## config.mk

```make
export PLATFORM = sky130hd
export DESIGN_NAME = linked_task_queue_top
export DESIGN_NICKNAME = d
export VERILOG_FILES = /design/src/design/ltq_pkg.sv /design/src/design/ltq_in_reg.sv /design/src/design/ltq_core.sv /design/src/design/ltq_out_reg.sv /design/src/design/linked_task_queue_top.sv
export SDC_FILE = /design/constraint.sdc
export NUM_CORES = 1
export LEC_CHECK = 0
export ABC_AREA = 1
export CORE_ASPECT_RATIO = 1.25
export CORE_MARGIN = 2
export CORE_UTILIZATION = 40
export CTS_BUF_LIST = sky130_fd_sc_hd__clkbuf_8
export DETAILED_ROUTE_END_ITERATION = 8
export DONT_BUFFER_PORTS = 1
export GPL_TIMING_DRIVEN = 0
export HOLD_SLACK_MARGIN = 0.02
export PLACE_DENSITY = 0.57
export SLEW_MARGIN = 20
export SYNTH_ARGS = -nofsm -noshare
export SYNTH_HDL_FRONTEND = slang
export SYNTH_SLANG_ARGS = --single-unit
```

## constraint.sdc

```tcl
create_clock -name clk -period 3.8 [get_ports clk]
set_input_delay 0.19 -clock clk [delete_from_list [all_inputs] [get_ports clk]]
set_output_delay 0.19 -clock clk [all_outputs]
set_load 0.005 [all_outputs]
```

## src/design/ltq_pkg.sv

```systemverilog
package ltq_pkg;

    localparam int NUM_TASKS = 16;
    localparam int TASK_W    = $clog2(NUM_TASKS);
    localparam int CNT_W     = $clog2(NUM_TASKS + 1);

    localparam logic [1:0] FUNC_PUSH   = 2'd0;
    localparam logic [1:0] FUNC_POP    = 2'd1;
    localparam logic [1:0] FUNC_REMOVE = 2'd2;

    localparam logic [1:0] ST_OK     = 2'd0;
    localparam logic [1:0] ST_EMPTY  = 2'd1;
    localparam logic [1:0] ST_DUP    = 2'd2;
    localparam logic [1:0] ST_ABSENT = 2'd3;

    typedef struct packed {
        logic [1:0] func;
        logic [3:0] task_id;
    } req_t;

    typedef struct packed {
        logic [3:0] out_task;
        logic       out_valid;
        logic [1:0] status;
        logic       queue_empty;
        logic [4:0] entry_total;
    } rsp_t;

endpackage

```

## src/design/ltq_in_reg.sv

```systemverilog
module ltq_in_reg
(
    input  logic          clk,
    input  logic          rst_n,
    input  logic          req_valid,
    output logic          req_ready,
    input  ltq_pkg::req_t req,
    input  logic          advance,
    output logic          hold_valid,
    output ltq_pkg::req_t hold
);

    logic          valid_reg;
    logic          valid_next;
    ltq_pkg::req_t data_reg;

    // held transaction leaves whenever the output side can take it
    assign req_ready  = !valid_reg || advance;
    assign valid_next = req_ready ? req_valid : valid_reg;

    always_ff @(posedge clk or negedge rst_n)
    begin
        if (!rst_n)
        begin
            valid_reg <= 1'b0;
        end
        else
        begin
            valid_reg <= valid_next;
        end
    end

    always_ff @(posedge clk)
    begin
        if (req_valid && req_ready)
        begin
            data_reg <= req;
        end
    end

    assign hold_valid = valid_reg;
    assign hold       = data_reg;

endmodule

```

## src/design/ltq_core.sv

```systemverilog
module ltq_core
(
    input  logic          clk,
    input  logic          rst_n,
    input  logic          fire,
    input  ltq_pkg::req_t req,
    output ltq_pkg::rsp_t rsp
);

    logic [ltq_pkg::TASK_W-1:0]    head_reg, head_next;
    logic [ltq_pkg::TASK_W-1:0]    tail_reg, tail_next;
    logic [ltq_pkg::CNT_W-1:0]     count_reg, count_next;
    logic [ltq_pkg::NUM_TASKS-1:0] in_queue_reg, in_queue_next;
    logic [ltq_pkg::TASK_W-1:0]    next_link_reg [ltq_pkg::NUM_TASKS];
    logic [ltq_pkg::TASK_W-1:0]    prev_link_reg [ltq_pkg::NUM_TASKS];

    logic [ltq_pkg::TASK_W-1:0] t;
    logic [ltq_pkg::TASK_W-1:0] nx_addr;
    logic [ltq_pkg::TASK_W-1:0] nx;
    logic [ltq_pkg::TASK_W-1:0] pv;
    logic                       member;
    logic                       empty;
    logic                       is_head;
    logic                       is_tail;

    logic                       nl_we, pl_we;
    logic [ltq_pkg::TASK_W-1:0] nl_addr, nl_data;
    logic [ltq_pkg::TASK_W-1:0] pl_addr, pl_data;

    assign t       = req.task_id;
    assign member  = in_queue_reg[t];
    assign empty   = (count_reg == '0);
    assign is_head = (t == head_reg);
    assign is_tail = (t == tail_reg);
    // pop follows the head, remove follows the named slot
    assign nx_addr = (req.func == ltq_pkg::FUNC_POP) ? head_reg : t;
    assign nx      = next_link_reg[nx_addr];
    assign pv      = prev_link_reg[t];

    always_comb
    begin
        head_next     = head_reg;
        tail_next     = tail_reg;
        count_next    = count_reg;
        in_queue_next = in_queue_reg;
        nl_we         = 1'b0;
        nl_addr       = tail_reg;
        nl_data       = t;
        pl_we         = 1'b0;
        pl_addr       = t;
        pl_data       = tail_reg;
        rsp.out_task  = '0;
        rsp.out_valid = 1'b0;
        rsp.status    = ltq_pkg::ST_OK;

        case (req.func)
            ltq_pkg::FUNC_PUSH:
            begin
                if (member)
                begin
                    rsp.status = ltq_pkg::ST_DUP;
                end
                else
                begin
                    if (empty)
                    begin
                        head_next = t;
                    end
                    else
                    begin
                        nl_we = 1'b1;
                        pl_we = 1'b1;
                    end
                    tail_next        = t;
                    in_queue_next[t] = 1'b1;
                    count_next       = count_reg + ltq_pkg::CNT_W'(1);
                end
            end
            ltq_pkg::FUNC_POP:
            begin
                if (empty)
                begin
                    rsp.status = ltq_pkg::ST_EMPTY;
                end
                else
                begin
                    rsp.out_task  = head_reg;
                    rsp.out_valid = 1'b1;
                    if (count_reg > ltq_pkg::CNT_W'(1))
                    begin
                        head_next = nx;
                    end
                    in_queue_next[head_reg] = 1'b0;
                    count_next              = count_reg - ltq_pkg::CNT_W'(1);
                end
            end
            ltq_pkg::FUNC_REMOVE:
            begin
                if (!member)
                begin
                    rsp.status = ltq_pkg::ST_ABSENT;
                end
                else
                begin
                    if (is_head && is_tail)
                    begin
                        head_next = head_reg;
                    end
                    else if (is_head)
                    begin
                        head_next = nx;
                    end
                    else if (is_tail)
                    begin
                        tail_next = pv;
                    end
                    else
                    begin
                        // unlink a middle slot
                        nl_we   = 1'b1;
                        nl_addr = pv;
                        nl_data = nx;
                        pl_we   = 1'b1;
                        pl_addr = nx;
                        pl_data = pv;
                    end
                    in_queue_next[t] = 1'b0;
                    count_next       = count_reg - ltq_pkg::CNT_W'(1);
                    rsp.out_valid    = !is_tail;
                    rsp.out_task     = is_tail ? '0 : nx;
                end
            end
            default:
            begin
                rsp.status = ltq_pkg::ST_OK;
            end
        endcase

        rsp.queue_empty = (count_next == '0);
        rsp.entry_total = count_next;
    end

    always_ff @(posedge clk or negedge rst_n)
    begin
        if (!rst_n)
        begin
            head_reg     <= '0;
            tail_reg     <= '0;
            count_reg    <= '0;
            in_queue_reg <= '0;
        end
        else if (fire)
        begin
            head_reg     <= head_next;
            tail_reg     <= tail_next;
            count_reg    <= count_next;
            in_queue_reg <= in_queue_next;
        end
    end

    always_ff @(posedge clk)
    begin
        if (fire && nl_we)
        begin
            next_link_reg[nl_addr] <= nl_data;
        end
        if (fire && pl_we)
        begin
            prev_link_reg[pl_addr] <= pl_data;
        end
    end

endmodule

```

## src/design/ltq_out_reg.sv

```systemverilog
module ltq_out_reg
(
    input  logic          clk,
    input  logic          rst_n,
    input  logic          load,
    input  ltq_pkg::rsp_t rsp_in,
    output logic          advance,
    output logic          rsp_valid,
    input  logic          rsp_ready,
    output ltq_pkg::rsp_t rsp
);

    logic          valid_reg;
    logic          valid_next;
    ltq_pkg::rsp_t data_reg;

    assign advance    = !valid_reg || rsp_ready;
    assign valid_next = advance ? load : valid_reg;

    always_ff @(posedge clk or negedge rst_n)
    begin
        if (!rst_n)
        begin
            valid_reg <= 1'b0;
        end
        else
        begin
            valid_reg <= valid_next;
        end
    end

    always_ff @(posedge clk)
    begin
        if (load && advance)
        begin
            data_reg <= rsp_in;
        end
    end

    assign rsp_valid = valid_reg;
    assign rsp       = data_reg;

endmodule

```

## src/design/linked_task_queue_top.sv

```systemverilog
// Task queue over 16 task slots, kept as a doubly linked list.
// Request channel (req_valid/req_ready/req): func selects push at tail, pop
// head, or remove the slot in task_id from anywhere in the list.
// Response channel (rsp_valid/rsp_ready/rsp): one transaction per request,
// in request order, with the popped task or the follower of a removed task,
// a status code, the empty flag and the entry count after the operation.
// A request accepted into the request register moves on into the response
// register when advance allows, and rsp_valid rises as it loads.
// Throughput: one request per cycle while rsp_ready is high; list update is
// one pass of logic between the request register and the response register,
// reading and writing at most two entries of each link array per operation.
// When rsp_ready is low the response register holds; the request register
// still takes one more transaction, then req_ready drops until rsp drains.
// Reset (rst_n, async, active low) empties the queue: head, tail, count and
// all membership bits clear; link entries are left as they are and are only
// read for queued slots. No clearing pass is needed after reset.
module linked_task_queue_top
(
    input  logic          clk,
    input  logic          rst_n,
    input  logic          req_valid,
    output logic          req_ready,
    input  ltq_pkg::req_t req,
    output logic          rsp_valid,
    input  logic          rsp_ready,
    output ltq_pkg::rsp_t rsp
);

    logic          hold_valid;
    ltq_pkg::req_t hold;
    logic          advance;
    logic          fire;
    ltq_pkg::rsp_t core_rsp;

    assign fire = hold_valid && advance;

    ltq_in_reg u_in_reg
    (
        .clk        (clk),
        .rst_n      (rst_n),
        .req_valid  (req_valid),
        .req_ready  (req_ready),
        .req        (req),
        .advance    (advance),
        .hold_valid (hold_valid),
        .hold       (hold)
    );

    ltq_core u_core
    (
        .clk   (clk),
        .rst_n (rst_n),
        .fire  (fire),
        .req   (hold),
        .rsp   (core_rsp)
    );

    ltq_out_reg u_out_reg
    (
        .clk       (clk),
        .rst_n     (rst_n),
        .load      (hold_valid),
        .rsp_in    (core_rsp),
        .advance   (advance),
        .rsp_valid (rsp_valid),
        .rsp_ready (rsp_ready),
        .rsp       (rsp)
    );

`ifndef SYNTHESIS
    a_empty_matches_count: assert property (@(posedge clk) disable iff (!rst_n)
        rsp_valid |-> (rsp.queue_empty == (rsp.entry_total == '0)))
        else $error("empty flag disagrees with entry count");

    a_count_bound: assert property (@(posedge clk) disable iff (!rst_n)
        rsp_valid |-> (rsp.entry_total <= ltq_pkg::CNT_W'(ltq_pkg::NUM_TASKS)))
        else $error("entry count beyond pool size");

    a_task_only_on_ok: assert property (@(posedge clk) disable iff (!rst_n)
        (rsp_valid && rsp.out_valid) |-> (rsp.status == ltq_pkg::ST_OK))
        else $error("task returned with error status");

    a_empty_pop_count: assert property (@(posedge clk) disable iff (!rst_n)
        (rsp_valid && rsp.status == ltq_pkg::ST_EMPTY) |-> (rsp.entry_total == '0))
        else $error("pop-on-empty reported with nonzero count");
`endif

endmodule

```

==> key figures, run 1 <==
Synth
  – Yosys reg bits: approximately 180
  – Synth Warn #: 0
  – Syn Nets: between 900 and 1k
  – Synth area leader: edfxtp_1
  – Ys flop type: edfxtp_1
  – Commonest cells post-synth: nand2_1, edfxtp_1, nand3_1, nor2_1, inv_1
  – Synth unique cells: 37
  – EDFF count, synth: approximately 150
  – Cells after synthesis: 939
  – Mapped Area: between 8000 and 9000 um^2
  – Ranking of synthesized cells by area: edfxtp_1, dfrtp_1, nand2_1
  – Asr flop ratio synth: 0.170
  – Count leader, synth: nand2_1
  – Seq/Total Area, Yosys: 0.595
  – Synth top area share: 0.498
  – Syn Area/Cell: 9.44 um^2

Routing
  – WL final: ~23,000 um
  – Detailed-route via count: 6,720
  – Router iterations before antenna repair: 6
  – Routed Antenna Nets: 0
  – Residual DRC: 0
  – Mean routed wirelength per cell: ~18 um
  – Violation count after the first detailed-route iteration: about 430
  – Via-to-Cell Ratio: between 5 and 6

Place
  – Port Buf Inserts: 0
  – Placed Area: between 9000 and 10,000 um^2
  – Detailed Place HPWL: 15,900 um
  – Worst slack, placed: -0.164 ns
  – GPL Wtd Cong: about 0.87

Critical path
  – Worst path top cell family by delay: buffers and inverters
  – Max incr delay on CP: between 0.4 and 0.5 ns
  – Internal reg-to-reg setup slack: ~0.21 ns
  – Critical Path AT: between 3 and 4 ns
  – Buf+Inv Stages, Crit Path: 4
  – Crit path cell chain: inv_1 -> clkbuf_1 -> clkbuf_1 -> nor2_1 -> o221ai_1 -> o211ai_1 -> nand2_1 -> o21ai_1 -> clkinvlp_4 -> nand2_1 -> nor2_1
  – Startpoint types: register
  – Reg2Reg Depth: 11
  – FF-to-FF End: u_core.next_link_reg[12][3]$_DFFE_PP_
  – Crit path required time: between 3 and 4 ns
  – Critical setup path kind: register to register
  – Max Fanout on Critical Path: 18
  – Crit-path slowest cell: clkbuf_1
  – CP Capture Type: register
  – Cell count along the critical path: 11

Clock tree
  – Clock Latency Late Sink: 0.49 ns
  – CTS Buf Count: 17
  – Clk slew on worst S/H paths: 0.12 ns
  – H-tree depth: 4
  – Root buf cell: clkbuf_8
  – Clock Path Buffers: 2
  – CTS tree: yes
  – CTS sink cnt: between 150 and 200

Power and ir drop
  – Cell Pwr Density: 578 nW/um^2
  – Tot Pwr: about 5700 uW
  – Flop pwr share: 0.463
  – Clock share of power: 0.242
  – Sw Share: 0.375
  – Combinational share of power: 0.294
  – Internal: ~3600 uW
  – Net Sw Power: ~2100 uW
  – Pleak: between 0.003 and 0.004 uW
  – Worst vdd ir: about 0.00024 V

Run
  – Max-Cap Viols: 0

Global route
  – Vias in the first global route: around 6.5k
  – Gr usage total: 0.203
  – Largest net degree at the start of global routing: 32
  – Initial antenna violation count: 0
  – First-pass GRT wire length: ~36,000 um
  – GRT Residual Overflow: 0

Finish
  – Number of diodes: 0
  – Post-route cell area: ~9900 um^2
  – Finished Core Util: 0.456
  – Layout net count: approximately 990
  – Layout area overhead: 11.2%
  – Layout cells sized above 1: 0.0952

Timing
  – Worst slew margin: 0.520
  – Fmax: between 200 and 300 MHz
  – Measured slew at the worst slew-check pin: 0.712 ns
  – WHS: 0.167 ns
  – Fin. max-slew vios: 0
  – RSZ-0062 raised after global routing: false
  – Fin crit share: 0.945
  – Setup violators final: 0
  – Clock skew: around 0.027 ns
  – Fin worst setup slack: 0.208 ns
  – Final Critical Period: ~3.6 ns
  – Final Hold Viols: 0

Floorplan
  – Die ar.: ~23,000 um^2
  – Row count: 60
  – Core Region: about 22,000 um^2
  – Die Y: 170 um
  – Initial Util: 0.410
  – Io pins: 25
  – Die Span X: 137 um

Hold path
  – Tightest Hold Check Type: input pin to asynchronous set/reset pin

Run status
  – Status: complete, no violations
-- final cells by class --
type,count,area [um^2]
Tap cell,279,349
Clock inverter,15,189
Sequential cell,182,5270
Buffer,46,233
Multi-Input combinational cell,633,3110
Fill cell,2141,11800
Inverter,78,299
Clock buffer,17,234
Timing Repair Buffer,16,174
-- placed cells by master (no fill, tap or decap), drive strengths merged --
master / n
a21oi: 25
buf: 31
bufinv: 1
clkbuf: 39
clkinv: 9
clkinvlp: 2
dfrtp: 31
dfxtp: 4
dlygate4sd3: 9
edfxtp: 147
ha: 8
inv: 81
nand2: 201
nand3: 147
nand3b: 2
nand4: 4
nor2: 124
nor3: 1
nor3b: 1
o211ai: 7
o21a: 1
o21ai: 77
o221ai: 10
o22ai: 7
o31ai: 4
xnor2: 5
xor2: 9
-- power groups by stage --
| stage | clock [uW] | combinational (uW) | sequential [uW] |
|---|---|---|---|
| after floorplan | 0 | 1130 | 2650 |
| after global placement | 0 | 1560 | 2690 |
| after detailed placement | 0 | 1620 | 2690 |
| after CTS | 1400 | 1660 | 2640 |
| after global routing | 1470 | 1880 | 2670 |
| final | 1380 | 1680 | 2640 |
-- logic make-up after synthesis --
| kind of cell | synth area share |
|---|---|
| and+or+nand+nor | 0.236 |
| adders and majority gates | 0.0113 |
| buffers and inverters | 0.0596 |
| xor gates and xnor gates | 0.0138 |
| DFF | 0.595 |
| AOI/OAI and AO/OA | 0.0851 |
-- worst max-delay path by stage --
stage                               startpoint                                     to  slack, ns
detailed placement  u_in_reg.hold[5]$_DFFE_PP_   u_core.prev_link_reg[6][0]$_DFFE_PP_      -0.16
finish                                register  u_core.next_link_reg[12][3]$_DFFE_PP_       0.21
global placement    u_in_reg.hold[5]$_DFFE_PP_   u_core.prev_link_reg[6][0]$_DFFE_PP_      -0.67
floorplan           u_in_reg.hold[5]$_DFFE_PP_  u_core.prev_link_reg[11][0]$_DFFE_PP_       0.83
global route                          register  u_core.next_link_reg[12][0]$_DFFE_PP_       0.02
CTS                 u_in_reg.hold[5]$_DFFE_PP_   u_core.prev_link_reg[6][3]$_DFFE_PP_       0.13
-- timing repair --
action | CTS | global route
hold endpoints to repair | 43 | 0
gates resized for setup | 4 | 3
endpoints found under the setup margin | 48 | 68
hold buffers | 10 | 0
setup buffers | 0 | 3
pin swaps | 0 | 2
-- per-stage QoR --
| step | TNS (ns) | std cells |
|---|---|---|
| final | 0 | 1266 |
| after global routing | 0 | 1266 |
| after CTS | 0 | 1263 |
| after detailed placement | -2.67 | 1221 |
| after global placement | -40.67 | 1218 |
| after floorplan | 0 | 939 |
-- metal layers --
metal	part of all wire	wire [um]	track usage	up-vias
li1	-	-	-	3285
met2	0.50	11300	0.350	210
met3	0.048	1080	0.0343	50
met1	0.42	9630	0.255	3175
met4	0.028	644	0.0731	0
met5	0	0	0	-
Power figures use the tool's default switching activity.
==> inputs of run 2 (changes only) <==
--- a/config.mk
+++ b/config.mk
@@ -5,7 +5,7 @@
 export SDC_FILE = /design/constraint.sdc
 export NUM_CORES = 1
 export LEC_CHECK = 0
-export ABC_AREA = 1
+export ABC_AREA = 0
 export CORE_ASPECT_RATIO = 1.25
 export CORE_MARGIN = 2
 export CORE_UTILIZATION = 40
==> key figures, run 2 <==
Timing
  – Setup violators final: 0 (unchanged)
  – WHS: 0.156 ns (-0.0109 ns)
  – RSZ-0062 raised after global routing: true
  – Fin. max-slew vios: 0 (unchanged)
  – Fin crit share: 0.974 (+0.0286)
  – Clock skew: 0.0160 ns (-0.0113 ns)
  – Final Critical Period: 3.70 ns (+0.109 ns)
  – Final Hold Viols: 0 (unchanged)
  – Fmax: 270 MHz (-2.9%)
  – Fin worst setup slack: 0.0990 ns (-0.109 ns)
  – Measured slew at the worst slew-check pin: 1.00 ns (+0.291 ns)
  – Worst slew margin: 0.322 (-0.198)

Finish
  – Layout area overhead: 13.6%
  – Finished Core Util: 0.458 (+0.00228)
  – Layout net count: 661 (-33%)
  – Most frequent cells in the layout: edfxtp_1, nand2_1, a21oi_1, mux4_2, dfrtp_1
  – Layout cells sized above 1: 0.239 (+0.144)
  – Number of diodes: 0 (unchanged)
  – Commonest non-fill, non-tap cell in the layout: edfxtp_1

Synth
  – Yosys reg bits: 182 (unchanged)
  – Ys flop type: edfxtp_1
  – Mapped Area: 8630 um^2 (-2.6%)
  – Synth area leader: edfxtp_1
  – Synth Warn #: 0 (unchanged)
  – Seq/Total Area, Yosys: 0.610 (+0.0158)
  – Synth unique cells: 66 (+78%)
  – Synth top area share: 0.511 (+0.0132)
  – EDFF count, synth: 147 (unchanged)
  – Syn Nets: 624 (-35%)
  – Asr flop ratio synth: 0.170 (unchanged)
  – Cells after synthesis: 606 (-35%)
  – Syn Area/Cell: 14.2 um^2 (+51%)
  – Count leader, synth: edfxtp_1
  – Commonest cells post-synth: edfxtp_1, nand2_1, a21oi_1, mux4_2, nor2_1
  – Ranking of synthesized cells by area: edfxtp_1, mux4_2, dfrtp_1

Power and ir drop
  – Tot Pwr: 5850 uW (+2.7%)
  – Cell Pwr Density: 597 nW/um^2 (+3.3%)
  – Pleak: 0.00324 uW (-15%)
  – Worst vdd ir: 0.000266 V (+12%)

Global route
  – GRT Residual Overflow: 0 (unchanged)
  – Initial antenna violation count: 0 (unchanged)
  – Gr usage total: 0.182 (-0.0213)
  – Largest net degree at the start of global routing: 32 (unchanged)
  – First-pass GRT wire length: 31,100 um (-13%)
  – Vias in the first global route: 5,474 (-16%)

Critical path
  – Critical setup path kind: register to register
  – Critical Path AT: 3.85 ns (+0.14 ns)
  – Crit path required time: 3.95 ns (+0.03 ns)
  – Max Fanout on Critical Path: 10 (-8)
  – CP Capture Type: register
  – Startpoint types: register

Place
  – Detailed Place HPWL: 14,200 um (-11%)
  – GPL Wtd Cong: 0.857 (-1.9%)
  – Worst slack, placed: -0.500 ns (-0.335 ns)
  – Port Buf Inserts: 0 (unchanged)

Clock tree
  – Clk slew on worst S/H paths: 0.10 ns (-0.02 ns)
  – CTS sink cnt: 182 (unchanged)
  – CTS tree: yes
  – H-tree depth: 4 (unchanged)
  – Clock Latency Late Sink: 0.47 ns (-0.02 ns)
  – Clock Path Buffers: 2 (unchanged)
  – Root buf cell: clkbuf_8
  – CTS Buf Count: 17 (unchanged)

Routing
  – Violation count after the first detailed-route iteration: 385 (-11%)
  – Detailed-route via count: 5,322 (-21%)
  – Router iterations before antenna repair: 7 (+1)
  – Mean routed wirelength per cell: 21.3 um (+19%)
  – Via-to-Cell Ratio: 5.69 (+7.2%)
  – WL final: 19,900 um (-12%)
  – Residual DRC: 0 (unchanged)
  – Routed Antenna Nets: 0 (unchanged)

Run
  – Max-Cap Viols: 0 (unchanged)

Floorplan
  – Die Y: 168 um (-1.3%)
  – Core Region: 21,400 um^2 (-1.0%)
  – Die ar.: 22,800 um^2 (-2.5%)
  – Die Span X: 135 um (-1.3%)
  – Initial Util: 0.404 (-0.00639)
  – Io pins: 25 (unchanged)
  – Row count: 60 (unchanged)

Hold path
  – Tightest Hold Check Type: input pin to asynchronous set/reset pin

Run status
  – Status: complete, no violations
==> run 2: cell types whose count changed in the layout (fill, tap and decap cells not counted), moves of 40 or more <==
| cell | before | now |
|---|---|---|
| mux4_2 | 0 | 40 |
| nor2_1 | 122 | 23 |
| inv_1 | 69 | 15 |
| o21ai_0 | 68 | 6 |
| nand3_1 | 139 | 18 |
| nand2_1 | 195 | 43 |
==> run 2: path summary, 6_finish.rpt <==
path | from | end | slack [ns] | cells after the start
min in group clk | rsp_ready | register | 0.30 | 3
worst min register to register | u_in_reg.hold_valid$_DFFE_PN0N_ | u_out_reg.rsp_valid$_DFFE_PN0P_ | 0.54 | 1
worst min-delay path | rst_n | u_core.in_queue_reg[14]$_DFFE_PN0P_ | 0.16 | 2
worst max-delay path | u_in_reg.hold[5]$_DFFE_PP_ | u_core.prev_link_reg[1][1]$_DFFE_PP_ | 0.1 | 11
worst max register to register | u_in_reg.hold[5]$_DFFE_PP_ | u_core.prev_link_reg[1][1]$_DFFE_PP_ | 0.1 | 11
max in group asynchronous | rst_n | u_core.head_reg[3]$_DFFE_PN0P_ | 3.45 | 2
==> run 2: layer usage <==
metal | vias to the layer above | GRT usage | share of wire | routed length (um)
li1 | 2441 | - | - | -
met1 | 2708 | 0.221 | 0.41 | 8160
met2 | 138 | 0.320 | 0.53 | 10600
met3 | 35 | 0.0334 | 0.033 | 664
met4 | 0 | 0.0697 | 0.025 | 488
met5 | - | 0 | 0 | 0
==> run 2: repair_timing <==
| item | CTS | global route |
|---|---|---|
| gates resized for setup | 13 | 39 |
| buffers inserted | 1 | 6 |
| hold buffers | 11 | 0 |
| endpoints found under the hold margin | 43 | 0 |
| endpoints found under the setup margin | 115 | 120 |
==> run 2: metrics by stage <==
stage	instance area (um^2)	std cells	TNS (ns)
after detailed placement	8990	885	-33.25
after floorplan	8630	606	0
after global placement	8980	885	-32.28
after CTS	9570	929	-1.38
after global routing	9810	935	-1.44
final	9810	935	0
==> run 2: cells by family (layout without fill, tap and decap cells) <==
group,Yosys count,in the layout,synth area share
xor gates and xnor gates,9,9,0.00913
buffers and inverters,54,104,0.0283
muxes,75,75,0.155
and+or+nand+nor,172,172,0.0998
AOI/OAI and AO/OA,106,106,0.0855
DFF,182,182,0.610
adders and majority gates,8,8,0.0116
==> run 2: layout make-up <==
class	count	area, um^2
fill	1921	11600
sequential	182	5270
multi-input combinational	370	3340
tap	279	349
clock buffer	17	234
buffer	36	181
clock inverter	15	176
timing repair buffer	18	173
inverter	18	77.6
==> run 2: where the power goes <==
group | internal (uW) | total (uW) | switching, uW
Clock | 655 | 1370 | 717
Combinational | 659 | 1820 | 1160
Sequential | 2500 | 2670 | 161
Total | 3820 | 5850 | 2030
==> run 2: critical path, cell delays in order (launching register included) <==
cell and delay, ns:
edfxtp_1 0.46, inv_1 0.10, ha_1 0.14, buf_2 0.21, mux2i_4 0.30, buf_6 0.23
mux4_2 0.54, a22oi_1 0.21, nand2_1 0.24, o32ai_4 0.41, nand2b_1 0.24, nor2_2 0.30
==> inputs of run 3 (changes only) <==
--- a/config.mk
+++ b/config.mk
@@ -14,7 +14,7 @@
 export DONT_BUFFER_PORTS = 1
 export GPL_TIMING_DRIVEN = 0
 export HOLD_SLACK_MARGIN = 0.02
-export PLACE_DENSITY = 0.57
+export PLACE_DENSITY = 0.61
 export SLEW_MARGIN = 20
 export SYNTH_ARGS = -nofsm -noshare
 export SYNTH_HDL_FRONTEND = slang
==> key figures, run 3 (same netlist as run 2, synthesis figures left out) <==
Global route
  – GRT Residual Overflow: 0 (unchanged)
  – Largest net degree at the start of global routing: 32 (unchanged)
  – First-pass GRT wire length: 30,700 um (-1.4%)
  – Grt met3 use: 0.0349 (+0.00151)
  – Initial antenna violation count: 0 (unchanged)
  – Met2 usage in global routing: 0.314 (-0.00684)
  – Gr busiest metal: met2
  – Gr usage total: 0.179 (-0.00282)
  – Vias in the first global route: 5,518 (+0.80%)
  – M1 GR Usage: 0.214 (-0.00692)

Clock tree
  – Clk slew on worst S/H paths: 0.10 ns (about the same)
  – CTS Buf Count: 17 (unchanged)
  – CTS sink cnt: 182 (unchanged)
  – H-tree depth: 4 (unchanged)
  – Clock Path Buffers: 2 (unchanged)
  – CTS tree: yes
  – Root buf cell: clkbuf_8
  – Clock Latency Late Sink: 0.47 ns (about the same)

Power and ir drop
  – Pleak: 0.00326 uW (+0.59%)
  – Worst vdd ir: 0.000314 V (+18%)
  – Cell Pwr Density: 583 nW/um^2 (-2.4%)

Critical path
  – Critical setup path kind: register to register
  – Crit path cell chain: inv_1 -> ha_1 -> clkbuf_1 -> nand2_1 -> o22ai_1 -> and3_1 -> buf_6 -> mux2i_4 -> inv_4 -> nor4_2
  – Internal reg-to-reg setup slack: 0.13 ns (+0.03 ns)
  – Worst Setup SP: u_in_reg.hold[4]$_DFFE_PP_
  – CP Capture Type: register
  – Max incr delay on CP: 0.55 ns (about the same)
  – Startpoint types: register
  – FF-to-FF End: u_core.next_link_reg[12][1]$_DFFE_PP_
  – Max Fanout on Critical Path: 24 (+14)
  – Worst path top cell family by delay: simple AND/OR/NAND/NOR gates
  – Reg2Reg Depth: 10 (-1)
  – Buf+Inv Stages, Crit Path: 4 (+1)
  – Reg-to-Reg Start: u_in_reg.hold[4]$_DFFE_PP_
  – Crit path required time: 3.91 ns (-0.04 ns)
  – Critical Path AT: 3.79 ns (-0.06 ns)
  – Crit-path slowest cell: nor4_2

Timing
  – Fmax: 272 MHz (+0.75%)
  – Setup TNS: 0 ns (unchanged)
  – Fin. max-slew vios: 0 (unchanged)
  – Fin crit share: 0.967 (-0.00721)
  – RSZ-0062 raised after global routing: true
  – WHS: 0.146 ns (-0.0100 ns)
  – Fin worst setup slack: 0.126 ns (+0.0274 ns)
  – Worst slew margin: 0.344 (+0.0216)
  – Final Hold Viols: 0 (unchanged)
  – Measured slew at the worst slew-check pin: 0.971 ns (-0.0319 ns)
  – Clock skew: 0.0161 ns (+0.0000571 ns)
  – Final Critical Period: 3.67 ns (-0.0274 ns)
  – Setup violators final: 0 (unchanged)

Finish
  – Finished Core Util: 0.459 (+0.000702)
  – Commonest non-fill, non-tap cell in the layout: edfxtp_1
  – Number of diodes: 0 (unchanged)
  – Layout cells sized above 1: 0.244 (+0.00461)
  – Post-route cell area: 9820 um^2 (+0.15%)
  – Layout area overhead: 13.7%
  – Most frequent cells in the layout: edfxtp_1, nand2_1, a21oi_1, mux4_2, dfrtp_1
  – Layout net count: 665 (+0.61%)

Run status
  – Status: complete, no violations

Floorplan
  – Die ar.: 22,800 um^2 (unchanged)
  – Initial Util: 0.404 (unchanged)
  – Io pins: 25 (unchanged)
  – Die Span X: 135 um (unchanged)
  – Core Region: 21,400 um^2 (unchanged)
  – Row count: 60 (unchanged)
  – Die Y: 168 um (unchanged)

Routing
  – WL final: 19,900 um (about the same)
  – Violation count after the first detailed-route iteration: 486 (+26%)
  – Detailed-route via count: 5,415 (+1.7%)
  – Router iterations before antenna repair: 5 (-2)
  – Via-to-Cell Ratio: 5.77 (+1.3%)
  – Mean routed wirelength per cell: 21.2 um (-0.33%)
  – Routed Antenna Nets: 0 (unchanged)
  – Residual DRC: 0 (unchanged)

Run
  – Max-Cap Viols: 0 (unchanged)

Place
  – Worst slack, placed: -0.506 ns (-0.00669 ns)
  – Placed Area: 8990 um^2 (about the same)
  – Detailed Place HPWL: 13,900 um (-1.9%)
  – Port Buf Inserts: 0 (unchanged)
  – GPL Wtd Cong: 0.859 (+0.28%)

Hold path
  – Tightest Hold Check Type: input pin to asynchronous set/reset pin
## run 3: cell count changes in the layout (fill, tap and decap cells not counted), sizes merged
cell    before  now
buf         22   26
clkinv       7    5
clkbuf      39   41
inv         20   22
bufinv       3    1
## run 3: timing repair
item                                    CTS  global route
hold buffers                             11             0
pin swaps                                 0             1
gates resized for setup                  13            47
buffers inserted                          1             9
hold endpoints to repair                 43             0
endpoints found under the setup margin  152           132
## run 3: final cells by class
class / count / area (um^2)
Fill cell: 1869 / 11600
Sequential cell: 182 / 5270
Multi-Input combinational cell: 370 / 3370
Tap cell: 279 / 349
Clock buffer: 19 / 262
Timing Repair Buffer: 22 / 203
Buffer: 36 / 181
Clock inverter: 13 / 109
Inverter: 18 / 77.6
## run 3: metrics by stage
| step | std cells | total power, uW |
|---|---|---|
| after global placement | 885 | 4280 |
| after detailed placement | 886 | 4340 |
| final | 939 | 5720 |
| after floorplan | 606 | 3850 |
| after global routing | 939 | 6000 |
| after CTS | 930 | 5610 |
## run 3: layer usage
layer,routed length [um],up-vias,part of all wire
li1,-,2450,-
met1,8000,2744,0.40
met2,10500,183,0.53
met3,862,38,0.043
met4,533,0,0.027
met5,0,-,0
## run 3: worst reg2reg max path, delay by kind of cell, from the launching register on
| kind | cells | cell delay [ns] |
|---|---|---|
| buffers and inverters | 4 | 0.89 |
| multiplexers | 1 | 0.50 |
| adder cells (fa/ha/maj) | 1 | 0.14 |
| AO/OA/AOI/OAI | 1 | 0.39 |
| flip-flops | 1 | 0.47 |
| AND/OR/NAND/NOR | 3 | 0.92 |
## run 3: power breakdown
part           internal, uW  leakage, uW  switching (uW)
sequential             2500      0.00176             163
clock                   552     0.000203             682
combinational           672      0.00129            1150
## run 3: worst max-delay path by stage
stage                     slack, ns                                     to  cells past startpoint
final                          0.13  u_core.next_link_reg[12][1]$_DFFE_PP_                     10
after detailed placement      -0.51   u_core.prev_link_reg[0][0]$_DFFE_PP_                     11
after floorplan                0.58   u_core.prev_link_reg[0][0]$_DFFE_PP_                     11
after global routing          -0.09  u_core.next_link_reg[12][1]$_DFFE_PP_                     10
after global placement        -0.45   u_core.prev_link_reg[5][3]$_DFFE_PP_                     11
after CTS                     -0.08   u_core.prev_link_reg[1][3]$_DFFE_PP_                     11
